### config.mk
export PLATFORM = sky130hd
export DESIGN_NAME = sobel_mag_pipe
export DESIGN_NICKNAME = d
export VERILOG_FILES = /design/src/rtl/sobel_pkg.sv /design/src/rtl/sobel_mag_pipe.sv
export SDC_FILE = /design/constraint.sdc
export NUM_CORES = 1
export LEC_CHECK = 0
export BUFFER_PORTS_ARGS = -buffer_cell sky130_fd_sc_hd__buf_2
export CAP_MARGIN = 10
export CORE_MARGIN = 3
export CORE_UTILIZATION = 30
export CTS_CLUSTER_SIZE = 25
export DETAILED_ROUTE_END_ITERATION = 7
export HOLD_SLACK_MARGIN = 0.05
export SYNTH_ARGS = -nofsm -noshare
export SYNTH_HDL_FRONTEND = slang
export SYNTH_SLANG_ARGS = --single-unit
### constraint.sdc
create_clock -name clk -period 6.3 [get_ports clk]
set_input_delay 0.63 -clock clk [delete_from_list [all_inputs] [get_ports clk]]
set_output_delay 0.63 -clock clk [all_outputs]
set_load 0.005 [all_outputs]
### src/rtl/sobel_pkg.sv
`timescale 1ns / 1ps
`default_nettype none
// ----------------------------------------------------------------------------
// sobel_pkg
// Shared widths, register indexes, reset values and beat types of the
// streaming Sobel edge detector.
// ----------------------------------------------------------------------------
package sobel_pkg;

    // default storage limits
    localparam int DEF_MAX_WIDTH  = 2048;
    localparam int DEF_MAX_HEIGHT = 4096;

    // configuration port
    localparam int CFG_IDX_W  = 2;
    localparam int CFG_DATA_W = 13;

    localparam logic [CFG_IDX_W-1:0] REG_THRESHOLD = 2'd0;
    localparam logic [CFG_IDX_W-1:0] REG_WIDTH     = 2'd1;
    localparam logic [CFG_IDX_W-1:0] REG_HEIGHT    = 2'd2;

    localparam int THR_W  = 11;
    localparam int IMGW_W = 12;
    localparam int IMGH_W = 13;

    localparam int RST_THRESHOLD = 90;
    localparam int RST_WIDTH     = 512;
    localparam int RST_HEIGHT    = 512;

    // payload
    localparam int PIX_W  = 8;
    localparam int OCOL_W = 11;
    localparam int OROW_W = 12;
    localparam int CNT_W  = 23;

    localparam logic REQ_FLUSH = 1'b1;

    localparam logic [PIX_W-1:0] EDGE_BLACK = 8'd0;
    localparam logic [PIX_W-1:0] EDGE_WHITE = 8'd255;

    // gray = (r+g+b)/3 as (sum * 683) >> 11, exact for sums up to 765
    localparam int RGB_SUM_W       = 10;
    localparam int GRAY_PROD_W     = 20;
    localparam int GRAY_DIV3_MUL   = 683;
    localparam int GRAY_DIV3_SHIFT = 11;

    // gradient arithmetic
    localparam int CSUM_W = 10;
    localparam int GRAD_W = 11;
    localparam int PROD_W = 22;
    localparam int SQ_W   = 20;
    localparam int MAG_W  = 21;
    localparam int THR2_W = 22;

    typedef struct packed {
        logic [PIX_W-1:0] above;
        logic [PIX_W-1:0] middle;
    } line_pair_t;

    // one window column: top, middle and bottom row
    typedef struct packed {
        logic [PIX_W-1:0] top;
        logic [PIX_W-1:0] mid;
        logic [PIX_W-1:0] bot;
    } win_col_t;

    typedef struct packed {
        logic [OCOL_W-1:0] ocol;
        logic [OROW_W-1:0] orow;
        logic [CNT_W:0]    cnt_plus1;
    } pix_meta_t;

endpackage
`default_nettype wire

### src/rtl/sobel_mag_pipe.sv
`timescale 1ns / 1ps
`default_nettype none
// ----------------------------------------------------------------------------
// sobel_mag_pipe
// Gradient, squared magnitude and threshold compare over a finished 3x3
// window; window, gradient, square and output registers; bubbles collapse.
// ----------------------------------------------------------------------------
module sobel_mag_pipe #(
    parameter int  MAX_WIDTH  = sobel_pkg::DEF_MAX_WIDTH,
    parameter int  MAX_HEIGHT = sobel_pkg::DEF_MAX_HEIGHT,
    localparam int WSZ_W      = $clog2(MAX_WIDTH + 1),
    localparam int HSZ_W      = $clog2(MAX_HEIGHT + 1)
) (
    input  logic                           clk,
    input  logic                           rst_n,
    input  logic                           win_valid,
    output logic                           win_ready,
    input  sobel_pkg::win_col_t            win_left,
    input  sobel_pkg::win_col_t            win_center,
    input  sobel_pkg::win_col_t            win_right,
    input  sobel_pkg::pix_meta_t           win_meta,
    input  logic [sobel_pkg::THR_W-1:0]    thr,
    input  logic [WSZ_W-1:0]               w_eff,
    input  logic [HSZ_W-1:0]               h_eff,
    output logic                           out_valid,
    input  logic                           out_stall,
    output logic [sobel_pkg::PIX_W-1:0]    edge_value,
    output logic [sobel_pkg::OCOL_W-1:0]   out_col,
    output logic [sobel_pkg::OROW_W-1:0]   out_row,
    output logic                           frame_last
);

    localparam int TOT_W = WSZ_W + HSZ_W;
    localparam int CMP_W = (TOT_W > sobel_pkg::CNT_W + 1) ? TOT_W : sobel_pkg::CNT_W + 1;

    // stage 1: window
    logic                 s1_v_reg;
    sobel_pkg::win_col_t  s1_l_reg, s1_c_reg, s1_r_reg;
    sobel_pkg::pix_meta_t s1_meta_reg;

    // stage 2: gradients
    logic                                s2_v_reg;
    logic signed [sobel_pkg::GRAD_W-1:0] s2_gx_reg, s2_gy_reg;
    logic signed [sobel_pkg::GRAD_W-1:0] s2_gx_next, s2_gy_next;
    sobel_pkg::pix_meta_t                s2_meta_reg;

    // stage 3: squares
    logic                          s3_v_reg;
    logic [sobel_pkg::SQ_W-1:0]    s3_sqx_reg, s3_sqy_reg;
    sobel_pkg::pix_meta_t          s3_meta_reg;
    logic signed [sobel_pkg::PROD_W-1:0] prod_x, prod_y;

    // output register
    logic                          out_v_reg;
    logic [sobel_pkg::PIX_W-1:0]   edge_reg, edge_next;
    logic [sobel_pkg::OCOL_W-1:0]  ocol_reg;
    logic [sobel_pkg::OROW_W-1:0]  orow_reg;
    logic                          last_reg, last_next;
    logic [sobel_pkg::MAG_W-1:0]   mag;

    // settings products, refreshed every cycle
    logic [sobel_pkg::THR2_W-1:0]  thr2_reg;
    logic [TOT_W-1:0]              total_reg;

    logic en1, en2, en3, en4;

    logic [sobel_pkg::CSUM_W-1:0] cs_left, cs_right, rs_top, rs_bot;

    // advance a stage when the one after it is empty or moving
    assign en4       = !out_v_reg || !out_stall;
    assign en3       = !s3_v_reg || en4;
    assign en2       = !s2_v_reg || en3;
    assign en1       = !s1_v_reg || en2;
    assign win_ready = en1;

    always_comb
    begin
        cs_left  = sobel_pkg::CSUM_W'(s1_l_reg.top) + {s1_l_reg.mid, 1'b0}
                 + sobel_pkg::CSUM_W'(s1_l_reg.bot);
        cs_right = sobel_pkg::CSUM_W'(s1_r_reg.top) + {s1_r_reg.mid, 1'b0}
                 + sobel_pkg::CSUM_W'(s1_r_reg.bot);
        rs_top   = sobel_pkg::CSUM_W'(s1_l_reg.top) + {s1_c_reg.top, 1'b0}
                 + sobel_pkg::CSUM_W'(s1_r_reg.top);
        rs_bot   = sobel_pkg::CSUM_W'(s1_l_reg.bot) + {s1_c_reg.bot, 1'b0}
                 + sobel_pkg::CSUM_W'(s1_r_reg.bot);
        s2_gx_next = $signed({1'b0, cs_right}) - $signed({1'b0, cs_left});
        s2_gy_next = $signed({1'b0, rs_bot}) - $signed({1'b0, rs_top});
    end

    assign prod_x = s2_gx_reg * s2_gx_reg;
    assign prod_y = s2_gy_reg * s2_gy_reg;

    always_comb
    begin
        mag       = sobel_pkg::MAG_W'(s3_sqx_reg) + sobel_pkg::MAG_W'(s3_sqy_reg);
        edge_next = (sobel_pkg::THR2_W'(mag) >= thr2_reg) ? sobel_pkg::EDGE_BLACK
                                                           : sobel_pkg::EDGE_WHITE;
        last_next = CMP_W'(s3_meta_reg.cnt_plus1) >= CMP_W'(total_reg);
    end

    always_ff @(posedge clk or negedge rst_n)
    begin
        if (!rst_n)
        begin
            s1_v_reg  <= 1'b0;
            s2_v_reg  <= 1'b0;
            s3_v_reg  <= 1'b0;
            out_v_reg <= 1'b0;
        end
        else
        begin
            if (en1)
            begin
                s1_v_reg <= win_valid;
            end
            if (en2)
            begin
                s2_v_reg <= s1_v_reg;
            end
            if (en3)
            begin
                s3_v_reg <= s2_v_reg;
            end
            if (en4)
            begin
                out_v_reg <= s3_v_reg;
            end
        end
    end

    always_ff @(posedge clk)
    begin
        thr2_reg  <= sobel_pkg::THR2_W'(thr) * sobel_pkg::THR2_W'(thr);
        total_reg <= TOT_W'(w_eff) * TOT_W'(h_eff);
        if (en1)
        begin
            s1_l_reg    <= win_left;
            s1_c_reg    <= win_center;
            s1_r_reg    <= win_right;
            s1_meta_reg <= win_meta;
        end
        if (en2)
        begin
            s2_gx_reg   <= s2_gx_next;
            s2_gy_reg   <= s2_gy_next;
            s2_meta_reg <= s1_meta_reg;
        end
        if (en3)
        begin
            s3_sqx_reg  <= prod_x[sobel_pkg::SQ_W-1:0];
            s3_sqy_reg  <= prod_y[sobel_pkg::SQ_W-1:0];
            s3_meta_reg <= s2_meta_reg;
        end
        if (en4)
        begin
            edge_reg <= edge_next;
            ocol_reg <= s3_meta_reg.ocol;
            orow_reg <= s3_meta_reg.orow;
            last_reg <= last_next;
        end
    end

    assign out_valid  = out_v_reg;
    assign edge_value = edge_reg;
    assign out_col    = ocol_reg;
    assign out_row    = orow_reg;
    assign frame_last = last_reg;

endmodule
`default_nettype wire

==> flow_metrics.py <==
metrics = {
    "outcome": {
        "status": "complete, no violations",
    },
    "drt": {
        "drt-pass1-iter-count": 5,
        "wire_per_inst_um": 13.6,
        "ant_nets": 0,
        "via_per_inst": 4.25,
        "post-route-drc-count": 0,
        "routed_wl_mm": 56.7,
        "drt-initial-drc-count": 698,
        "vias": 17662,
    },
    "floorplan": {
        "die_area_um2": 103000,
        "io_pins": 193,
        "rows": 114,
        "core_um2": 97600,
        "die_w_um": 321,
        "die_h_um": 321,
        "start_util_pct": 30.5,
    },
    "final_layout": {
        "multiInputGateArea_um2": 17400,
        "nFillCells": 9798,
        "nets": 3711,
        "drive_above_1_share_pct": 10.4,
        "seqCellArea_um2": 9730,
        "syn_to_final_growth_pct": 13.1,
    },
    "sta": {
        "finalMaxSlewViolations": 0,
        "max_freq_mhz": 173,
        "rsz0062_at_grt": "no",
        "finalSetupViolCount": 0,
        "slew_headroom_pct": 52.8,
        "period_minus_slack_ns": 5.77,
        "finalClockSkew_ns": 0.0285,
        "finalHoldViolCount": 0,
        "tns_ns": 0,
        "tightest_slew_ns": 0.709,
        "fin_crit_sh_pct": 91.6,
    },
    "global_route": {
        "grt_usage_pct": 11.6,
        "grt_max_degree": 113,
        "antenna_found_initial": 13,
        "grt_pass1_vias": 19177,
        "grt_first_pass_wirelength_mm": 97.1,
        "overflow": 0,
    },
    "yosys": {
        "synth_area_um2": 29800,
        "synth_edf_count": 290,
        "synthCells": 2652,
        "synth.most_common_cell": "inv_1",
        "avgSynthCellArea_um2": 11.2,
        "synth-seq-area-share_pct": 32.7,
        "yosysWarnings": 0,
        "ys_seq_elements": 340,
        "synthArstFlopShare_pct": 1.18,
        "yosysTopAreaCellShare_pct": 29.2,
        "synthTopCellsByCount": "641 x inv_1, 427 x fa_1, 290 x edfxtp_1",
        "synth.largest_area_cell": "edfxtp_1",
        "ys.flop_type": "edfxtp_1",
        "synthTopCellsByArea": "edfxtp_1 29%, fa_1 29%, ha_1 12%",
        "ys_types": 60,
    },
    "cts": {
        "clkSinkCount": 340,
        "cts-buffers-inserted": 41,
        "cts_buffer_depth": 3,
        "h-tree-depth": 2,
        "clk-insertion-delay-late_ns": 0.57,
        "clkTransAtPathRegs_ns": 0.06,
        "post_cts_buffers": 0,
        "cts_root_buf": "clkbuf_16",
        "cts_tree": "built",
    },
    "hold_path": {
        "min_path_type": "in -> reg",
    },
    "place": {
        "finalWeightedCongestion": 0.815,
        "hpwl_mm": 46.6,
        "portBuffers": 184,
    },
    "critical_path": {
        "cp_slowest_stage_delay_ns": 0.62,
        "critical_path.max_fanout": 13,
        "cp_cell_sequence": "and2_1 -> fa_1 -> ha_1 -> inv_1 -> fa_1 -> inv_1 -> ha_1 -> inv_1 -> fa_1 -> inv_1 -> ha_1 -> a21oi_1 -> o21ai_0 -> or2_2 -> o31ai_1 -> o21ai_0 -> o41ai_2 -> o2111ai_1 -> a21oi_1 -> xnor2_1",
        "crit_path_start_kind": "register",
        "critPathSlowestCell": "edfxtp_1",
        "worstPathArrival_ns": 6.06,
        "end_kind": "register",
        "cp_common_cell": "inv_1",
        "cp_data_required_time_ns": 6.60,
        "critPathKind": "reg -> reg",
    },
    "flow_run": {
        "max_cap_violations": 0,
    },
}
-- critical path, delay by kind of cell, from the launching register on --
kind            cells  cell delay [ns]
fa+ha+maj           6             2.34
compound gates      7             1.61
flops               1             0.62
simple gates        2             0.62
buf+inv             4             0.20
xor+xnor            1             0.11
-- layout by cell type, fill, tap and decap left out, types with 15 or more instances in the layout --
master,netlist,routed
and2_1,158,158
nor2b_1,26,26
nand2b_1,24,24
xnor2_1,99,99
nor3_1,23,23
buf_4,7,28
a211oi_1,15,15
dfxtp_1,46,46
nor2_1,63,63
a21o_1,26,26
edfxtp_1,290,290
xor2_1,23,23
fa_1,427,427
clkbuf_16,0,42
inv_1,641,641
ha_1,281,281
o21bai_1,15,15
buf_2,0,184
a21oi_1,70,70
nand3_1,16,15
nand2_1,203,202
o21ai_0,33,33
-- through the flow --
step	hold WS [ns]	setup slack (ns)	util [%]	instances	area [um^2]
2_1_floorplan	0.334	0.438	-	2653	29800
3_3_place_gp	0.400	0.220	33.1	4076	32300
3_5_place_dp	0.405	0.235	33.1	4076	32300
4_1_cts	0.189	0.465	34.5	4150	33700
5_1_grt	0.198	0.101	34.5	4155	33700
6_report	0.236	0.532	34.5	4158	33700
-- per-layer routing --
layer	vias up	wire length [um]	GRT usage, %
li1	8681	-	-
met1	8632	25800	15.4
met2	254	26900	19.5
met3	85	2410	2.03
met4	10	1450	3.38
met5	-	69	0
-- cell families (layout without fill, tap and decap cells) --
group                    after synthesis  in the layout  synth area share, %
buffers and inverters                707            928                 9.00
AO/OA/AOI/OAI                        220            220                 4.89
flip-flops                           340            340                 32.7
XOR/XNOR                             122            122                 3.59
AND/OR/NAND/NOR                      550            550                 9.22
other                                  1             10               0.0126
multiplexers                           4              4                0.147
adder cells (fa/ha/maj)              708            708                 40.5
-- area by class of cell --
| class | instances | share of cell area, % |
|---|---|---|
| tap | 1276 | 4.74 |
| timing repair buffer | 214 | 3.45 |
| antenna | 8 | 0.0594 |
| inverter | 641 | 7.14 |
| multi-input combinational | 1606 | 51.7 |
| sequential | 340 | 28.9 |
| clock buffer | 51 | 3.25 |
| clock inverter | 22 | 0.817 |
-- repair_timing --
item | CTS | global route
hold buffers | 1 | 0
gates resized for setup | 0 | 0
hold endpoints to repair | 4 | 0
-- final timing paths --
path                                  from               to  slack (ns)  cells after the start
setup / recovery              s2_gy_reg[4]   s3_sqy_reg[19]        0.53                     20
min in group asynchronous            rst_n        out_valid        0.40                      2
max in group asynchronous            rst_n         s3_v_reg        5.79                      2
setup reg to reg              s2_gy_reg[4]   s3_sqy_reg[19]        0.53                     20
hold reg to reg            s1_meta_reg[32]  s2_meta_reg[32]        0.41                      0
hold / removal                 win_left[5]      s1_l_reg[5]        0.24                      1
Power is not shown: default switching activity piles up to over one toggle a cycle in this logic, so the estimate is an artifact.
